$ cat src/hw/rtl/rprle_pkg.sv
// Shared types and constants for the raster row-pack run-length encoder.
// Used by every module under hw/rtl; depends on nothing.
`default_nettype none

package rprle_pkg;

    localparam int COORD_BITS = 16;
    typedef logic [COORD_BITS-1:0] t_coord;

    localparam logic [7:0] ESC_BYTE = 8'h80;
    localparam logic [7:0] RUN_MAX  = 8'hff;

    // depth mode codes; the fourth code behaves as 24-bit color
    localparam logic [1:0] DEPTH_1BIT  = 2'd0;
    localparam logic [1:0] DEPTH_8BIT  = 2'd1;
    localparam logic [1:0] DEPTH_24BIT = 2'd2;

    // configuration register indexes
    localparam int CFG_IDX_W = 2;
    localparam logic [CFG_IDX_W-1:0] CFG_DEPTH_MODE   = 2'd0;
    localparam logic [CFG_IDX_W-1:0] CFG_IMAGE_WIDTH  = 2'd1;
    localparam logic [CFG_IDX_W-1:0] CFG_IMAGE_HEIGHT = 2'd2;
    localparam int CFG_DATA_W = 16;

    // data bytes one pixel can produce before run coding
    localparam int MAX_DATA   = 4;
    localparam int NB_W       = $clog2(MAX_DATA + 1);
    localparam int DATA_IDX_W = $clog2(MAX_DATA);

    localparam int CMD_DEPTH   = 4;
    localparam int CMD_PTR_W   = $clog2(CMD_DEPTH);
    localparam int OBUF_DEPTH  = 4;
    localparam int OBUF_PTR_W  = $clog2(OBUF_DEPTH);

    typedef struct packed {
        logic [7:0] pixel_index;
        logic [7:0] red;
        logic [7:0] green;
        logic [7:0] blue;
    } t_pixel;

    typedef struct packed {
        logic [7:0] out_byte;
        logic       last_of_item;
        logic       image_end;
    } t_result;

    typedef struct packed {
        logic [1:0]            depth_mode;
        logic [CFG_DATA_W-1:0] image_width;
        logic [CFG_DATA_W-1:0] image_height;
    } t_cfg;

    // one classified pixel: its data bytes in stream order
    typedef struct packed {
        logic [MAX_DATA-1:0][7:0] bytes;
        logic [NB_W-1:0]          nbytes;
        logic                     done;
    } t_cmd;

    // back end to output buffer
    typedef struct packed {
        logic       wr;
        logic       close;
        logic       image_end;
        logic [7:0] data;
    } t_obuf_wr;

endpackage

`default_nettype wire

$ cat src/hw/rtl/rprle_front.sv
// Front end: accepts pixels, tracks column, row and the bit accumulator,
// and turns each pixel into its list of data bytes. Uses rprle_pkg.
`default_nettype none

module rprle_front import rprle_pkg::*; (
    input  wire logic   i_clk,
    input  wire logic   i_rst_n,
    input  wire t_cfg   i_cfg,
    input  wire logic   i_push,
    input  wire t_pixel i_pixel,
    input  wire logic   i_cmd_full,
    output logic        o_accept,
    output logic        o_cmd_push,
    output t_cmd        o_cmd
);

    t_coord     r_column;
    t_coord     r_row;
    logic [7:0] r_acc;
    t_coord     n_column;
    t_coord     n_row;
    logic [7:0] n_acc;

    t_coord     col_next;
    t_coord     row_next;
    logic       row_end;
    logic       img_end;
    logic [7:0] acc_shift;
    logic [2:0] r_low;
    logic [2:0] shamt;
    logic [7:0] flush_bits;
    logic       col_seven;
    logic       have_d;
    logic       pad_bit;
    logic       pad_even;

    assign o_accept   = i_push && !i_cmd_full;
    assign o_cmd_push = o_accept;

    always_comb begin
        acc_shift  = {r_acc[6:0], i_pixel.pixel_index[0]};
        col_next   = r_column + t_coord'(1);
        row_next   = r_row + t_coord'(1);
        row_end    = col_next == t_coord'(i_cfg.image_width);
        img_end    = row_end && (row_next == t_coord'(i_cfg.image_height));
        r_low      = col_next[2:0];
        // partial byte at row end: left-justify the bits of this row
        shamt      = 3'(4'd8 - {1'b0, r_low});
        flush_bits = acc_shift << shamt;
        col_seven  = r_column[2:0] == 3'b111;
        have_d     = col_seven || (row_end && (r_low != 3'd0));
        pad_bit    = row_end && !r_column[3];
        pad_even   = row_end && !r_column[0];
    end

    always_comb begin
        o_cmd      = '0;
        o_cmd.done = img_end;
        case (i_cfg.depth_mode)
            DEPTH_1BIT: begin
                o_cmd.bytes[0] = col_seven ? acc_shift : (have_d ? flush_bits : 8'h00);
                o_cmd.nbytes   = NB_W'(have_d) + NB_W'(pad_bit);
            end
            DEPTH_8BIT: begin
                o_cmd.bytes[0] = i_pixel.pixel_index;
                o_cmd.nbytes   = NB_W'(1) + NB_W'(pad_even);
            end
            default: begin
                o_cmd.bytes[0] = i_pixel.blue;
                o_cmd.bytes[1] = i_pixel.green;
                o_cmd.bytes[2] = i_pixel.red;
                o_cmd.nbytes   = NB_W'(3) + NB_W'(pad_even);
            end
        endcase
    end

    always_comb begin
        n_column = r_column;
        n_row    = r_row;
        n_acc    = r_acc;
        if (o_accept) begin
            if (i_cfg.depth_mode == DEPTH_1BIT) begin
                n_acc = acc_shift;
            end
            if (row_end) begin
                n_column = '0;
                n_row    = img_end ? '0 : row_next;
            end else begin
                n_column = col_next;
            end
        end
    end

    always_ff @(posedge i_clk) begin
        if (!i_rst_n) begin
            r_column <= '0;
            r_row    <= '0;
            r_acc    <= '0;
        end else begin
            r_column <= n_column;
            r_row    <= n_row;
            r_acc    <= n_acc;
        end
    end

endmodule

`default_nettype wire

$ cat src/hw/rtl/rprle_cmd_fifo.sv
// Short queue of classified pixels between the front and back ends.
// Uses rprle_pkg for the entry type and depth.
`default_nettype none

module rprle_cmd_fifo import rprle_pkg::*; (
    input  wire logic i_clk,
    input  wire logic i_rst_n,
    input  wire logic i_push,
    input  wire t_cmd i_data,
    output logic      o_full,
    input  wire logic i_pop,
    output t_cmd      o_data,
    output logic      o_empty
);

    t_cmd                 r_mem [CMD_DEPTH];
    logic [CMD_PTR_W-1:0] r_wp;
    logic [CMD_PTR_W-1:0] r_rp;
    logic [CMD_PTR_W:0]   r_count;
    logic [CMD_PTR_W:0]   n_count;

    assign o_full  = r_count == (CMD_PTR_W+1)'(CMD_DEPTH);
    assign o_empty = r_count == '0;
    assign o_data  = r_mem[r_rp];

    always_comb begin
        n_count = r_count + (CMD_PTR_W+1)'(i_push) - (CMD_PTR_W+1)'(i_pop);
    end

    always_ff @(posedge i_clk) begin
        if (i_push) begin
            r_mem[r_wp] <= i_data;
        end
    end

    always_ff @(posedge i_clk) begin
        if (!i_rst_n) begin
            r_wp    <= '0;
            r_rp    <= '0;
            r_count <= '0;
        end else begin
            if (i_push) begin
                r_wp <= r_wp + CMD_PTR_W'(1);
            end
            if (i_pop) begin
                r_rp <= r_rp + CMD_PTR_W'(1);
            end
            r_count <= n_count;
        end
    end

endmodule

`default_nettype wire

$ cat src/hw/rtl/rprle_back.sv
// Back end: run-length coder that, while the output buffer has space,
// takes one data byte or writes one coded byte per cycle. Uses rprle_pkg.
`default_nettype none

module rprle_back import rprle_pkg::*; (
    input  wire logic i_clk,
    input  wire logic i_rst_n,
    input  wire logic i_cmd_valid,
    input  wire t_cmd i_cmd,
    output logic      o_cmd_pop,
    input  wire logic i_obuf_space,
    output t_obuf_wr  o_obuf_wr
);

    logic [NB_W-1:0] r_idx;
    logic [1:0]      r_emit;
    logic            r_run_empty;
    logic [7:0]      r_run_count;
    logic [7:0]      r_run_value;
    logic [NB_W-1:0] n_idx;
    logic [1:0]      n_emit;
    logic            n_run_empty;
    logic [7:0]      n_run_count;
    logic [7:0]      n_run_value;

    logic       have_op;
    logic       last_op;
    logic [7:0] cur_byte;
    logic [1:0] run_len;
    logic       step_last;
    logic       need_flush;
    logic       step_ok;
    logic       complete;
    logic [7:0] emit_byte;

    always_comb begin
        have_op  = r_idx < i_cmd.nbytes;
        last_op  = r_idx == (i_cmd.nbytes - NB_W'(1));
        cur_byte = i_cmd.bytes[r_idx[DATA_IDX_W-1:0]];
        if (r_run_count == 8'h00) begin
            run_len = (r_run_value == ESC_BYTE) ? 2'd2 : 2'd1;
        end else begin
            run_len = 2'd3;
        end
        step_last = r_emit == (run_len - 2'd1);
        if (have_op) begin
            need_flush = !r_run_empty
                && !((cur_byte == r_run_value) && (r_run_count != RUN_MAX));
        end else begin
            // end of image: write out the pending run
            need_flush = i_cmd.done && !r_run_empty;
        end
        step_ok  = !need_flush || (i_obuf_space && step_last);
        complete = i_cmd_valid && step_ok
            && (have_op ? (last_op && !i_cmd.done) : 1'b1);
    end

    always_comb begin
        case (r_emit)
            2'd0:    emit_byte = (r_run_count == 8'h00) ? r_run_value : ESC_BYTE;
            2'd1:    emit_byte = (r_run_count == 8'h00) ? 8'h00 : r_run_count;
            default: emit_byte = r_run_value;
        endcase
    end

    always_comb begin
        n_idx       = r_idx;
        n_emit      = r_emit;
        n_run_empty = r_run_empty;
        n_run_count = r_run_count;
        n_run_value = r_run_value;
        if (i_cmd_valid) begin
            if (need_flush && i_obuf_space && !step_last) begin
                n_emit = r_emit + 2'd1;
            end else if (step_ok) begin
                n_emit = 2'd0;
                if (have_op) begin
                    if (r_run_empty || need_flush) begin
                        n_run_value = cur_byte;
                        n_run_count = 8'h00;
                        n_run_empty = 1'b0;
                    end else begin
                        n_run_count = r_run_count + 8'h01;
                    end
                    n_idx = complete ? '0 : r_idx + NB_W'(1);
                end else begin
                    if (i_cmd.done) begin
                        n_run_empty = 1'b1;
                        n_run_count = 8'h00;
                        n_run_value = 8'h00;
                    end
                    n_idx = '0;
                end
            end
        end
    end

    always_comb begin
        o_cmd_pop           = complete;
        o_obuf_wr.wr        = i_cmd_valid && need_flush && i_obuf_space;
        o_obuf_wr.data      = emit_byte;
        o_obuf_wr.close     = complete;
        o_obuf_wr.image_end = i_cmd.done;
    end

    always_ff @(posedge i_clk) begin
        if (!i_rst_n) begin
            r_idx       <= '0;
            r_emit      <= 2'd0;
            r_run_empty <= 1'b1;
            r_run_count <= 8'h00;
            r_run_value <= 8'h00;
        end else begin
            r_idx       <= n_idx;
            r_emit      <= n_emit;
            r_run_empty <= n_run_empty;
            r_run_count <= n_run_count;
            r_run_value <= n_run_value;
        end
    end

`ifndef ASSERT_OFF
    a_emit_has_run: assert property (@(posedge i_clk) disable iff (!i_rst_n)
        (r_emit != 2'd0) |-> !r_run_empty)
        else $error("run write in progress with no pending run");

    a_idx_in_range: assert property (@(posedge i_clk) disable iff (!i_rst_n)
        i_cmd_valid |-> (r_idx <= i_cmd.nbytes))
        else $error("byte index past the end of the pixel");
`endif

endmodule

`default_nettype wire

$ cat src/hw/rtl/rprle_out_buf.sv
// Output buffer of encoded words; the newest word is held back until its
// pixel is complete so its last-of-pixel flag is known. Uses rprle_pkg.
`default_nettype none

module rprle_out_buf import rprle_pkg::*; (
    input  wire logic     i_clk,
    input  wire logic     i_rst_n,
    input  wire t_obuf_wr i_wr,
    output logic          o_space,
    input  wire logic     i_pop,
    output t_result       o_result,
    output logic          o_empty
);

    logic [7:0]            r_data [OBUF_DEPTH];
    logic [OBUF_DEPTH-1:0] r_last;
    logic [OBUF_DEPTH-1:0] r_iend;
    logic [OBUF_PTR_W-1:0] r_wp;
    logic [OBUF_PTR_W-1:0] r_rp;
    logic [OBUF_PTR_W:0]   r_count;
    logic                  r_tail_open;
    logic [OBUF_PTR_W:0]   n_count;
    logic                  n_tail_open;

    logic [OBUF_PTR_W-1:0] tail_ptr;
    logic                  visible;
    logic                  pop;

    always_comb begin
        tail_ptr = r_wp - OBUF_PTR_W'(1);
        // an open tail word is not offered yet
        visible  = (r_count != '0)
            && !((r_count == (OBUF_PTR_W+1)'(1)) && r_tail_open);
        pop      = i_pop && visible;
        n_count  = r_count + (OBUF_PTR_W+1)'(i_wr.wr) - (OBUF_PTR_W+1)'(pop);
        if (i_wr.wr) begin
            n_tail_open = !i_wr.close;
        end else if (i_wr.close) begin
            n_tail_open = 1'b0;
        end else begin
            n_tail_open = r_tail_open;
        end
    end

    assign o_space               = r_count != (OBUF_PTR_W+1)'(OBUF_DEPTH);
    assign o_empty               = !visible;
    assign o_result.out_byte     = r_data[r_rp];
    assign o_result.last_of_item = r_last[r_rp];
    assign o_result.image_end    = r_iend[r_rp];

    always_ff @(posedge i_clk) begin
        if (i_wr.wr) begin
            r_data[r_wp] <= i_wr.data;
            r_last[r_wp] <= i_wr.close;
            r_iend[r_wp] <= i_wr.close && i_wr.image_end;
        end else if (i_wr.close && r_tail_open) begin
            r_last[tail_ptr] <= 1'b1;
            r_iend[tail_ptr] <= i_wr.image_end;
        end
    end

    always_ff @(posedge i_clk) begin
        if (!i_rst_n) begin
            r_wp        <= '0;
            r_rp        <= '0;
            r_count     <= '0;
            r_tail_open <= 1'b0;
        end else begin
            if (i_wr.wr) begin
                r_wp <= r_wp + OBUF_PTR_W'(1);
            end
            if (pop) begin
                r_rp <= r_rp + OBUF_PTR_W'(1);
            end
            r_count     <= n_count;
            r_tail_open <= n_tail_open;
        end
    end

`ifndef ASSERT_OFF
    a_tail_held: assert property (@(posedge i_clk) disable iff (!i_rst_n)
        r_tail_open |-> (r_count != '0))
        else $error("open tail word with an empty buffer");

    a_no_overrun: assert property (@(posedge i_clk) disable iff (!i_rst_n)
        i_wr.wr |-> (r_count != (OBUF_PTR_W+1)'(OBUF_DEPTH)))
        else $error("word written into a full output buffer");
`endif

endmodule

`default_nettype wire

$ cat src/hw/rtl/raster_row_pack_rle_encoder.sv
// Top level of the raster row-pack run-length encoder: configuration
// registers, front end, pixel queue, run coder and output buffer.
// Depends on rprle_pkg and the rprle_* modules.
//
// Pixels enter through a queue-like port (push/full) and encoded words
// leave through another (empty/pop); the two sides stall independently.
// The run coder handles one data byte per cycle unless a run write or a
// full output buffer holds it, and writes at most one encoded word per
// cycle, so throughput is set by the number of data bytes and encoded
// words: a 24-bit pixel has 3 data bytes (4 on a row end that needs a pad
// byte), an 8-bit pixel 1 (2 with a pad), a 1-bit pixel at most 1 (up to
// 2 at row end). A data byte that closes a run waits while the run is
// written: one word for a plain byte, two for an escaped 0x80, three for
// a repeat run; the last pixel of an image also writes the final run. With
// both queues empty a word that closes its pixel is offered once the pixel
// has passed the pixel queue and the output buffer; any other word waits
// until the next word is written, and bytes that only extend a run give no
// word until the run is closed. The last word of a pixel is offered only
// once the pixel is fully coded. Write configuration only while idle.
`default_nettype none

module raster_row_pack_rle_encoder import rprle_pkg::*; (
    input  wire logic                  i_clk,
    input  wire logic                  i_rst_n,
    input  wire logic                  push,
    output logic                       full,
    input  wire t_pixel                i_pixel,
    output logic                       empty,
    input  wire logic                  pop,
    output t_result                    o_result,
    input  wire logic                  i_cfg_valid,
    output logic                       o_cfg_ready,
    input  wire logic [CFG_IDX_W-1:0]  i_cfg_index,
    input  wire logic [CFG_DATA_W-1:0] i_cfg_data
);

    t_cfg     r_cfg;
    logic     accept;
    logic     cmd_push;
    t_cmd     cmd_in;
    logic     cmd_full;
    logic     cmd_empty;
    logic     cmd_pop;
    t_cmd     cmd_head;
    logic     obuf_space;
    t_obuf_wr obuf_wr;

    assign o_cfg_ready = 1'b1;
    assign full        = cmd_full;

    always_ff @(posedge i_clk) begin
        if (!i_rst_n) begin
            r_cfg.depth_mode   <= DEPTH_8BIT;
            r_cfg.image_width  <= CFG_DATA_W'(1);
            r_cfg.image_height <= CFG_DATA_W'(1);
        end else if (i_cfg_valid) begin
            case (i_cfg_index)
                CFG_DEPTH_MODE:   r_cfg.depth_mode   <= i_cfg_data[1:0];
                CFG_IMAGE_WIDTH:  r_cfg.image_width  <= i_cfg_data;
                CFG_IMAGE_HEIGHT: r_cfg.image_height <= i_cfg_data;
                default: ;
            endcase
        end
    end

    rprle_front u_front (
        .i_clk      (i_clk),
        .i_rst_n    (i_rst_n),
        .i_cfg      (r_cfg),
        .i_push     (push),
        .i_pixel    (i_pixel),
        .i_cmd_full (cmd_full),
        .o_accept   (accept),
        .o_cmd_push (cmd_push),
        .o_cmd      (cmd_in)
    );

    rprle_cmd_fifo u_cmd_fifo (
        .i_clk   (i_clk),
        .i_rst_n (i_rst_n),
        .i_push  (cmd_push && accept),
        .i_data  (cmd_in),
        .o_full  (cmd_full),
        .i_pop   (cmd_pop),
        .o_data  (cmd_head),
        .o_empty (cmd_empty)
    );

    rprle_back u_back (
        .i_clk        (i_clk),
        .i_rst_n      (i_rst_n),
        .i_cmd_valid  (!cmd_empty),
        .i_cmd        (cmd_head),
        .o_cmd_pop    (cmd_pop),
        .i_obuf_space (obuf_space),
        .o_obuf_wr    (obuf_wr)
    );

    rprle_out_buf u_out_buf (
        .i_clk    (i_clk),
        .i_rst_n  (i_rst_n),
        .i_wr     (obuf_wr),
        .o_space  (obuf_space),
        .i_pop    (pop),
        .o_result (o_result),
        .o_empty  (empty)
    );

endmodule

`default_nettype wire

$ cat config.mk
export PLATFORM = sky130hd
export DESIGN_NAME = raster_row_pack_rle_encoder
export DESIGN_NICKNAME = d
export VERILOG_FILES = /design/src/hw/rtl/rprle_pkg.sv /design/src/hw/rtl/rprle_front.sv /design/src/hw/rtl/rprle_cmd_fifo.sv /design/src/hw/rtl/rprle_back.sv /design/src/hw/rtl/rprle_out_buf.sv /design/src/hw/rtl/raster_row_pack_rle_encoder.sv
export SDC_FILE = /design/constraint.sdc
export NUM_CORES = 1
export LEC_CHECK = 0
export ABC_AREA = 1
export BUFFER_PORTS_ARGS = -buffer_cell sky130_fd_sc_hd__buf_4
export CELL_PAD_IN_SITES_DETAIL_PLACEMENT = 0
export CELL_PAD_IN_SITES_GLOBAL_PLACEMENT = 1
export CORE_MARGIN = 2
export CORE_UTILIZATION = 47
export DETAILED_ROUTE_END_ITERATION = 10
export PLACE_DENSITY = 0.8
export SLEW_MARGIN = 20
export SYNTH_ARGS = -nofsm -noshare
export SYNTH_HDL_FRONTEND = slang
export SYNTH_SLANG_ARGS = --single-unit
$ cat constraint.sdc
create_clock -name i_clk -period 5.05 [get_ports i_clk]
set_input_delay 0.505 -clock i_clk [delete_from_list [all_inputs] [get_ports i_clk]]
set_output_delay 0.505 -clock i_clk [all_outputs]
set_load 0.01 [all_outputs]
# ---- Yosys cells after proc, flatten, opt, wreduce, memory -nomap -nowiden
# Memories as Yosys holds them, arrays and structs flattened. A register that Yosys moved wholly into a read port is not among the register bits.
# Cells that the tools add are included.
dict set report word_totals {
  ff_bits 118
  ram_bits 144
  output_inout_bits 13
  elab_cells 180
  n_memories 2
}
dict set report classes {
  add_sub_neg 20
  order_cmp 7
  n_eq_ne 16
  shifts 1
  mux 52
  n_bitwise 3
  n_reduce_logical 59
}
# name words width rd rd_clocked_by_memory_dff wr line_no
set memory_table {}
lappend memory_table {u_cmd_fifo.r_mem 4 28 1 1 1 rprle_cmd_fifo.sv:16} ;# t_cmd r_mem [CMD_DEPTH];
lappend memory_table {u_out_buf.r_data 4 8 1 1 1 rprle_out_buf.sv:15} ;# logic [7:0] r_data [OBUF_DEPTH];
# op count
set ops {}
lappend ops {{two-way mux 8 bit} 10}
lappend ops {{two-way mux 16 bit} 3}
lappend ops {{adder 16 x 1 -> 16 bit, second input constant} 2}
lappend ops {{equality test 16 bit} 2}
lappend ops {{logical AND 1 bit} 23}
lappend ops {{case mux 11 bit (2 select lines)} 1}
lappend ops {{binary-select mux 8 bit (select 2 bit)} 1}
lappend ops {{two-way mux 2 bit} 8}
lappend ops {{two-way mux 4 bit} 4}
lappend ops {{case mux 8 bit (2 select lines)} 1}
lappend ops {{two-way mux 1 bit} 15}
lappend ops {{bitwise mux 4 bit} 3}
lappend ops {{zero test 1 bit} 12}
lappend ops {{less-than comparator 2 x 3 -> 1 bit, second input constant} 4}
lappend ops {{AND reduction 2 bit} 6}
lappend ops {{adder 2 x 1 -> 2 bit, second input constant} 5}
lappend ops {{adder 8 x 1 -> 8 bit, second input constant} 1}
lappend ops {{equality test 8 bit} 1}
lappend ops {{equality test 8 bit, second input constant} 1}
lappend ops {{zero test 8 bit} 1}
lappend ops {{!= test 8 bit, second input constant} 1}
lappend ops {{nonzero test 2 bit} 4}
lappend ops {{<< shifter 8 x 3 -> 8 bit} 1}
lappend ops {{adder 3 x 1 -> 3 bit} 2}
lappend ops {{31 further kinds} 46}

# ---- Longest topological paths before layout
# Gate-level depths: netlist (run 1).
dict set report depth {
  word_depth 14
  depth_mapped 24
  depth_no_buf 22
}

# ---- Cells and area by module
# A second synthesis (run 1) with hierarchy kept.
dict set report unflattened {
  cells_unflattened 1964
  area_unflattened_um2 15984.1
}
# module n_inst cells_each area_per_inst_um2
set modules_own_cells {}
lappend modules_own_cells {rprle_cmd_fifo 1 475 6318.6}
lappend modules_own_cells {rprle_front 1 753 4106.4}
lappend modules_own_cells {rprle_out_buf 1 200 2152.1}
lappend modules_own_cells {rprle_back 1 316 1934.4}
lappend modules_own_cells {raster_row_pack_rle_encoder 1 220 1472.7}

# ---- Worst setup path after synthesis (run 1)
# Ideal clock, no wire load.
dict set report synth_path {
  path_kind {flip-flop to flip-flop}
  startpoint {reg with a tool-made name}
  endpoint {reg u_cmd_fifo.r_count[2]}
  setup_time_ps 121
  arrival_ps 3433
  required_ps 4929
  slack_ps 1496
  stages_incl_launch_ff 22
  path_buffers 4
  cell_sequence {dfxtp_1 -> buf_4 -> buf_2 -> nand2_1 -> a32o_1 -> ha_1 -> nand2_1 -> nand2_1 -> a31oi_1 -> clkbuf_1 -> nor2_1 -> nor2_1 -> nand3_1 -> buf_4 -> nand3_2 -> inv_2 -> nand2_1 -> nand2_1 -> ha_1 -> fa_1 -> o21ai_0 -> a21oi_1}
}
# element line_no
set synth_rtl {}
lappend synth_rtl {{end signal: assignment} rprle_cmd_fifo.sv:48} ;# r_count <= n_count;
lappend synth_rtl {{end: declaration} rprle_cmd_fifo.sv:19} ;# logic [CMD_PTR_W:0] r_count;

==> results of run 1 <==
layer usage:
metal	wire [um]	GRT usage (%)	vias to the layer above
li1	-	-	5448
met1	14380	26.53	4861
met2	14460	35.09	175
met3	1124	2.880	43
met4	661	5.057	0
met5	0	0	-
synth_stat cells, types with 11 or more instances:
cell type / instances
nand3_1: 94
nand4_1: 45
a21oi_1: 83
inv_2: 11
o21ai_0: 112
nor3_1: 12
buf_2: 16
dfxtp_1: 114
inv_1: 190
clkbuf_1: 34
nand3b_1: 16
ha_1: 25
nand2_1: 369
edfxtp_1: 152
o22ai_1: 20
nor2_1: 202
xnor2_1: 13
xor2_1: 29
flip-flops by register name, indices dropped and copies added (netlist names), 7 cells and up, named ones only:
register / flops
r_cfg: 34
u_back.r_run_count: 8
u_back.r_run_value: 8
u_cmd_fifo.r_mem: 112
u_front.r_acc: 7
u_front.r_column: 16
u_front.r_row: 16
u_out_buf.r_data: 32
layout by cell type, fill, tap and decap left out, types with 11 or more instances in the layout:
cell type,n
a21oi_1,83
buf_4,80
clkbuf_16,31
dfxtp_1,113
edfxtp_1,152
ha_1,25
inv_1,190
inv_2,11
nand2_1,369
nand3_1,94
nand3b_1,16
nand4_1,45
nor2_1,198
nor3_1,11
o21ai_0,112
o22ai_1,20
xnor2_1,13
xor2_1,29
through the flow:
stage                     power (uW)  area [um^2]  setup WS [ns]  hold slack, ns  util, %
after floorplan                 4319        13370          1.496          0.4297        -
after global placement          4911        14170         0.8932          0.4526    50.88
after detailed placement        4930        14170         0.7734          0.4561    50.88
after CTS                       7252        15240         0.7512          0.1717    54.70
after global routing            7643        15240         0.4052          0.1873    54.72
final                           7193        15240         0.7672          0.1940    54.72
worst max-delay path, delay by kind of cell (launching register included):
kind | cells | cell delay, ns
adder cells (fa/ha/maj) | 3 | 0.87
flip-flops | 1 | 0.33
buffers and inverters | 4 | 0.88
AND/OR/NAND/NOR | 12 | 1.54
AO/OA/AOI/OAI | 3 | 0.56
path summary, 6_finish.rpt:
| check | start | endpoint | slack, ns |
|---|---|---|---|
| hold reg to reg | u_front.r_acc[6]$_SDFFE_PN0P_ | u_front.r_acc[6]$_SDFFE_PN0P_ | 0.46 |
| hold / removal | i_cfg_data[0] | r_cfg[16]$_SDFFE_PN1P_ | 0.19 |
| setup reg to reg | flip-flop | u_cmd_fifo.r_count[1]$_SDFF_PN0_ | 0.77 |
| setup / recovery | flip-flop | u_cmd_fifo.r_count[1]$_SDFF_PN0_ | 0.77 |
where the power goes:
part	leakage [uW]	internal [uW]	switching, uW
logic	0.00352	683	1410
registers	0.00235	2620	177
clock network	0.000517	1430	877
total	0.00638	4730	2460
area by class of cell:
| cell class | count | area (um^2) | share of cell area (%) |
|---|---|---|---|
| Multi-Input combinational cell | 1090 | 5497 | 36.06 |
| Clock buffer | 36 | 794.5 | 5.212 |
| Sequential cell | 266 | 6848 | 44.92 |
| Inverter | 203 | 762.0 | 4.999 |
| Timing Repair Buffer | 80 | 600.6 | 3.940 |
| Clock inverter | 20 | 269.0 | 1.765 |
| Tap cell | 378 | 473.0 | 3.103 |
cell families (layout without fill, tap and decap cells):
logic type	after synthesis	count (layout)	synth area share, %
adder cells (fa/ha/maj)	27	27	2.640
other	1	1	0.02806
AND/OR/NAND/NOR	771	771	25.14
buffers and inverters	262	339	7.789
flip-flops	266	266	51.23
AO/OA/AOI/OAI	245	245	9.848
XOR/XNOR	46	46	3.333
==> run metrics, run 1 <==
status completed; Power Density 471.9 mW/mm^2; Initial Utilization 47.98%; Port-buffer cells 66; cts hold-fix bufs 0; Via density between 5 and 6; final setup fails 0; Syn Nets 1,700; number of CTS-inserted buffers 30; Worst-path clk slew 0.06 ns; vias in the first global route 10,240; n_diodes 0; H-tree depth 1; Ports 68; Critical-path top delay cell buf_4; Leak 0.006378 uW; share of layout cells above drive strength 1 10.32%; Clock Skew 0.01014 ns; final net count 1,753; global-route wire length before repair 49,960 um; path category of the worst min-delay check input pin to flip-flop; CTS tree done; Main synth FF type edfxtp_1; clk root buf clkbuf_16; routed wire length 30,630 um; GRT Overall Usage 20.18%; data required time of the worst path 5.49 ns; antenna viol nets, final 0; RSZ-0062 raised after global routing no; placer congestion estimate 0.8228; placed cell count 2,017; Slew Limit Fails 0; synthesized area 0.01337 mm^2; Non-Filler Instances between 2,000 and 2,500; clk sinks between 200 and 300; WP data arrival 4.73 ns; max incr delay on CP 0.48 ns; Avg WL per Cell 14.78 um; antenna violations before repair 0; area of the die 0.02980 mm^2; number of synthesized flops with an enable pin ~150; critical path endpoint category flip-flop; cts repair resizes 0; DRC Markers 0; category of the most critical setup path flip-flop to flip-flop; iteration-0 DRC count of the detailed router ~610; setup TNS 0 ns; Synthesis Warnings 0; Vias 10,527; share of the synthesized area in the top cell type 34.15%; sequential element share of the synthesized area 51.23%; Rel. slew slack 39.96%; Die Ht 172.6 um; Worst setup SP type flip-flop; Tcrit/Tclk final 84.81%; Max-cap violations 0; area delta synth->final 14.05%; maximum vdd drop 0.0003394 V; DR pass1 iterations 5; die span in x 172.6 um; largest cells by area after synthesis edfxtp_1 34%, dfxtp_1 17%, nand2_1 10%; minimum clock period 4.283 ns; fmax 233.5 MHz; fillers 2,654; critical-path maximum fanout 56; Post-synth ARST share 0%; critical path cell sequence buf_4, nand2_1, a32o_1, ha_1, nand2_1, nand2_1, a31oi_1, buf_4, nand2_1, a21oi_1, nand2_1, nor2_2, nand3_2, nand3_1, nand3_2, inv_2, nand2_1, nand2_1, ha_1, fa_1, nand2_1, inv_1; Row Count 61; post-synthesis average cell area roughly 8.3 um^2; largest net degree at the start of global routing 65; register bit total from synthesis 266; R2R cell count 22; dpl hpwl 20,740 um; most frequent CP cell nand2_1; GR Overflow Total 0; Post-Syn Instances between 1,500 and 2,000; Synth cell types 52; insertion delay to the later sink of the worst-skew pair 0.55 ns; Final Hold Fails 0; worst slew pin tran 0.8993 ns; area leader, netlist edfxtp_1; Core ar. 0.02786 mm^2; Clock Path Buffers 3; Hold Path Stages 3; Post-CTS Setup Repair Bufs 0
Note: power is estimated with default switching activity, not from simulation.
==> inputs of run 2 (changes only) <==
Settings changed: ABC_AREA 1 to 0, CORE_UTILIZATION 47 to 45, PLACE_DENSITY 0.8 to 0.77.
Clock period 5.05 ns to 3.9 ns, I/O delays scaled along.
==> run metrics, run 2 <==
n_diodes 0 (unchanged); Synth cell types 82 (+58%); min-delay src i_cfg_data[14]; share of layout cells above drive strength 1 15.63% (+5.3 points); Post-synth ARST share 0% (unchanged); Non-Filler Instances 1,632 (-21%); number of CTS-inserted buffers 28 (-6.7%); most frequent cells after synthesis 163 x nand2_1, 152 x edfxtp_1, 114 x dfxtp_1; register bit total from synthesis 266 (unchanged); setup TNS 0 ns (unchanged); area of the die 0.02994 mm^2 (+0.46%); Clock Skew 0.01507 ns (+0.004930 ns); WP data arrival 4.12 ns (-0.61 ns); synthesized area 0.01286 mm^2 (-3.8%); fmax 268.2 MHz (+15%); Initial Utilization 46.02% (-2.0 points); commonest non-fill, non-tap cell in the layout nand2_1; routed wire length 28,040 um (-8.5%); max reg flops 112 (unchanged); CTS tree done; Slew Limit Fails 0 (unchanged); total power 9300 uW (+29%); Clock Path Buffers 3 (unchanged); die span in x 173.0 um (+0.23%); most frequent cells in the layout 163 x nand2_1, 152 x edfxtp_1, 113 x dfxtp_1, 93 x buf_4, 78 x a21oi_1; Via density 5.452 (+7.4%); Hold Path Stages 3 (unchanged); Syn Nets 1,251 (-26%); Worst setup SP type flip-flop; clk root buf clkbuf_16; final setup fails 0 (unchanged); critical path endpoint category flip-flop; placer congestion estimate 0.8770 (+6.6%); category of the most critical setup path flip-flop to flip-flop; GR Overflow Total 0 (unchanged); antenna viol nets, final 0 (unchanged); Max-cap violations 0 (unchanged); Vias 8,897 (-15%); H-tree depth 1 (unchanged); number of synthesized flops with an enable pin 152 (unchanged); Final Hold Fails 0 (unchanged); insertion delay to the later sink of the worst-skew pair 0.55 ns (about the same); Biggest register u_cmd_fifo.r_mem; iteration-0 DRC count of the detailed router 654 (+6.5%); status completed; Main synth FF type edfxtp_1; worst slew pin tran 0.9545 ns (+0.05520 ns); Leak 0.005242 uW (-18%); path category of the worst min-delay check input pin to flip-flop; critical-path maximum fanout 4 (-93%); dpl hpwl 19,350 um (-6.7%); global-route wire length before repair 45,550 um (-8.8%); top-count cell post-synth nand2_1; clk sinks 266 (unchanged); Tcrit/Tclk final 95.59% (+11 points); cts hold-fix bufs 0 (unchanged); Die Ht 173.0 um (+0.23%); Worst-path clk slew 0.06 ns (about the same); post-synthesis average cell area 11.00 um^2 (+33%); vias in the first global route 8,574 (-16%); area delta synth->final 15.17%; Rel. slew slack 36.27% (-3.7 points); DR pass1 iterations 5 (unchanged); share of the synthesized area in the top cell type 35.50% (+1.4 points); RSZ-0062 raised after global routing no; DRC Markers 0 (unchanged); sequential element share of the synthesized area 53.26% (+2.0 points); leading registers by flop count u_cmd_fifo.r_mem: 112 flops, r_cfg: 34 flops, u_out_buf.r_data: 32 flops; placed cell count 1,579 (-22%); Row Count 61 (unchanged); final net count 1,314 (-25%); minimum clock period 3.728 ns (-0.5550 ns); Avg WL per Cell 17.18 um (+16%); Synthesis Warnings 0 (unchanged); GRT Overall Usage 18.51% (-1.7 points); Ports 68 (unchanged); area leader, netlist edfxtp_1; largest net degree at the start of global routing 47 (-28%); Post-Syn Instances 1,169 (-28%); antenna violations before repair 0 (unchanged); Core ar. 0.02793 mm^2 (+0.27%); data required time of the worst path 4.29 ns (-1.20 ns); Power Density 628.1 mW/mm^2 (+33%); largest cells by area after synthesis edfxtp_1 36%, dfxtp_1 18%, nand2_1 4.8%; maximum vdd drop 0.0003241 V (-4.5%); Port-buffer cells 66 (unchanged); R2R cell count 15 (-32%)
run 2: path summary, 6_finish.rpt:
check	to	slack, ns
worst max-delay path	u_out_buf.r_count[2]$_SDFF_PN0_	0.17
worst max register to register	u_out_buf.r_count[2]$_SDFF_PN0_	0.17
worst min register to register	r_cfg[14]$_SDFFE_PN0P_	0.47
worst min-delay path	r_cfg[30]$_SDFFE_PN0P_	0.11
run 2: where the power goes:
group	switching (uW)	internal (uW)	total, uW
Sequential	235	3370	3600
Combinational	1560	1190	2750
Clock	1120	1830	2950
Total	2910	6390	9300
run 2: area by class of cell:
class / instances / area, um^2
timing repair buffer: 95 / 738.2
multi-input combinational: 792 / 5523
tap: 378 / 473.0
sequential: 266 / 6848
fill: 2511 / 13130
clock buffer: 30 / 729.5
inverter: 49 / 183.9
clock inverter: 22 / 311.5
run 2: kinds of logic (layout without fill, tap and decap cells):
kind of cell	count (synthesis)	count (layout)	synth area share, %
AO/OA/AOI/OAI	232	232	11.38
other	1	1	0.02917
AND/OR/NAND/NOR	402	402	15.52
XOR/XNOR	72	72	4.905
multiplexers	58	58	8.282
buffers and inverters	111	196	3.883
flip-flops	266	266	53.26
adder cells (fa/ha/maj)	27	27	2.745
run 2: through the flow:
| stage | setup slack, ns | util, % | cell area (um^2) | hold WS (ns) |
|---|---|---|---|---|
| after CTS | 0.2101 | 52.96 | 14790 | 0.08461 |
| after floorplan | 0.03051 | - | 12880 | 0.4478 |
| after global placement | 0.2725 | 49.23 | 13750 | 0.4576 |
| after global routing | 0.01684 | 53.01 | 14810 | 0.1108 |
| after detailed placement | 0.2431 | 49.23 | 13750 | 0.4632 |
| final | 0.1721 | 53.01 | 14810 | 0.1097 |
run 2: critical path, cell delays in order, from the launching register on:
cell	delay, ns
dfxtp_2	0.42
mux4_2	0.53
inv_2	0.07
ha_1	0.21
nor2b_1	0.13
o21a_1	0.23
a311oi_2	0.24
o2111ai_1	0.19
nor4_4	0.36
and2_4	0.22
nor2_2	0.05
ha_1	0.21
fa_2	0.36
xnor2_1	0.18
xnor2_1	0.13
nor2_1	0.05
run 2: what timing repair did:
item	CTS	global route
buffers inserted	0	1
setup endpoints to repair	0	1
gates resized for setup	0	1
run 2: layer usage:
metal / global-route usage, % / share of wire, % / vias up
met5: 0 / 0 / -
met3: 2.726 / 4.4 / 39
met2: 30.63 / 47 / 216
met1: 25.64 / 47 / 4268
li1: - / - / 4374
met4: 4.661 / 1.7 / 0
==> inputs of run 3 (changes only) <==
Settings changed: SETUP_SLACK_MARGIN from default to 0.2.
==> run metrics, run 3 (synthesis gave the netlist of run 2 again) <==
fmax 278.6 MHz (+3.8%); Hold Path Stages 3 (unchanged); CTS tree done; Max-cap violations 0 (unchanged); Worst-path clk slew 0.07 ns (about the same); RSZ-0062 raised after global routing yes; area of the die 0.02994 mm^2 (unchanged); largest net degree at the start of global routing 45 (-4.3%); Clock Skew 0.02279 ns (+0.007715 ns); Power Density 627.1 mW/mm^2 (-0.17%); Via density 5.484 (+0.60%); Worst R2R End u_cmd_fifo.r_count[1]$_SDFF_PN0_; commonest non-fill, non-tap cell in the layout nand2_1; worst path bufs/invs 2 (+1); worst slew pin tran 0.9628 ns (+0.008251 ns); minimum clock period 3.590 ns (-0.1380 ns); Ports 68 (unchanged); max reg flops 112 (unchanged); area delta synth->final 15.87%; Final Hold Fails 0 (unchanged); Row Count 61 (unchanged); Port-buffer cells 66 (unchanged); most frequent cells in the layout 162 x nand2_1, 152 x edfxtp_1, 113 x dfxtp_1, 99 x buf_4, 77 x a21oi_1; routed wire length 27,810 um (-0.80%); leading registers by flop count u_cmd_fifo.r_mem: 112 flops, r_cfg: 34 flops, u_out_buf.r_data: 32 flops; min-delay src i_cfg_data[14]; critical path cell sequence mux4_2, inv_2, ha_4, nor2b_1, o21a_2, a311oi_2, o2111ai_2, nor4_4, buf_4, a21oi_2, nor2_4, nand2_1, nand2_1, ha_1, fa_1, and2_1; Critical-path top delay cell mux4_2; insertion delay to the later sink of the worst-skew pair 0.55 ns (about the same); R2R cell count 16 (+1); Biggest register u_cmd_fifo.r_mem; dpl hpwl 19,200 um (-0.80%); placer congestion estimate 0.8791 (+0.24%); n_diodes 0 (unchanged); R2R Setup Slk 0.31 ns (+0.14 ns); antenna violations before repair 0 (unchanged); Min-Delay Endpoint r_cfg[30]$_SDFFE_PN0P_; critical path endpoint category flip-flop; DRC Markers 0 (unchanged); antenna viol nets, final 0 (unchanged); global-route wire length before repair 45,760 um (+0.47%); maximum vdd drop 0.0003938 V (+22%); Vias 8,978 (+0.91%); Core ar. 0.02793 mm^2 (unchanged); GR Overflow Total 0 (unchanged); H-tree depth 1 (unchanged); Avg WL per Cell 16.99 um (-1.1%); die span in x 173.0 um (unchanged); Slew Limit Fails 0 (unchanged); Tcrit/Tclk final 92.05% (-3.5 points); status completed; WP data arrival 4.02 ns (-0.10 ns); max incr delay on CP 0.52 ns (about the same); Worst setup SP type flip-flop; Die Ht 173.0 um (unchanged); number of CTS-inserted buffers 28 (unchanged); Leak 0.005283 uW (+0.77%); most frequent CP cell nand2_1; cts hold-fix bufs 0 (unchanged); vias in the first global route 8,624 (+0.58%); Final Cell Area 0.01490 mm^2 (+0.61%); Clock Path Buffers 3 (unchanged); clk root buf clkbuf_16; final net count 1,320 (+0.46%); iteration-0 DRC count of the detailed router 506 (-23%); Rel. slew slack 35.58% (-0.69 points); final setup fails 0 (unchanged); category of the most critical setup path flip-flop to flip-flop; data required time of the worst path 4.33 ns (+0.04 ns); GRT Overall Usage 18.45% (-0.052 points); clk sinks 266 (unchanged); post-placement cell area 0.01378 mm^2 (+0.22%); path category of the worst min-delay check input pin to flip-flop; setup TNS 0 ns (unchanged); critical-path maximum fanout 4 (unchanged); Initial Utilization 46.02% (unchanged); DR pass1 iterations 5 (unchanged); CP delay by family, top compound AO/OA/AOI/OAI gates; share of layout cells above drive strength 1 16.52% (+0.89 points)
==> run 3: cell type report <==
cell class	instances	area (um^2)
Sequential cell	266	6850
Clock inverter	15	240.2
Clock buffer	36	772.0
Tap cell	378	473.0
Inverter	49	183.9
Timing Repair Buffer	101	783.3
Fill cell	2492	13040
Multi-Input combinational cell	792	5594
==> run 3: per-layer routing <==
| layer | global-route usage, % | share of wire (%) |
|---|---|---|
| met5 | 0 | 0 |
| met4 | 4.273 | 2.1 |
| met3 | 2.287 | 4.2 |
| met2 | 30.52 | 47 |
| met1 | 26.02 | 47 |
==> run 3: stage by stage <==
stage	std cells	setup WS (ns)	utilization (%)	total power, uW	hold slack, ns
after CTS	1630	0.2255	53.04	9344	0.06881
final	1637	0.3101	53.33	9341	0.09362
after global placement	1578	0.2711	49.34	6389	0.4614
after global routing	1637	0.1332	53.33	9834	0.08355
after floorplan	1169	0.1417	-	5683	0.4478
after detailed placement	1578	0.2046	49.34	6422	0.4649
==> run 3: repair_timing <==
item                                   CTS  global route
pin swaps                                2             8
setup buffers                            1             7
endpoints found under the hold margin    0             0
setup endpoints to repair                1            59
resized for setup                        3            12
==> run 3: worst min-delay path, stage by stage <==
cell	delay, ns
buf_4	0.12
nand2_1	0.05
a21oi_1	0.05
==> run 3: how the worst max path moves through the flow <==
stage | start | endpoint | slack, ns | cells after the start
after global routing | flip-flop | u_cmd_fifo.r_count[1]$_SDFF_PN0_ | 0.13 | 16
after detailed placement | flip-flop | u_cmd_fifo.r_count[1]$_SDFF_PN0_ | 0.20 | 15
after CTS | flip-flop | u_out_buf.r_count[2]$_SDFF_PN0_ | 0.23 | 16
final | flip-flop | u_cmd_fifo.r_count[1]$_SDFF_PN0_ | 0.31 | 16
after global placement | flip-flop | u_cmd_fifo.r_count[1]$_SDFF_PN0_ | 0.27 | 13
after floorplan | flip-flop | u_out_buf.r_count[2]$_SDFF_PN0_ | 0.14 | 19
==> run 3: report_power, final <==
part | switching [uW] | internal, uW
clock | 1090 | 1790
combinational | 1600 | 1260
sequential | 231 | 3370
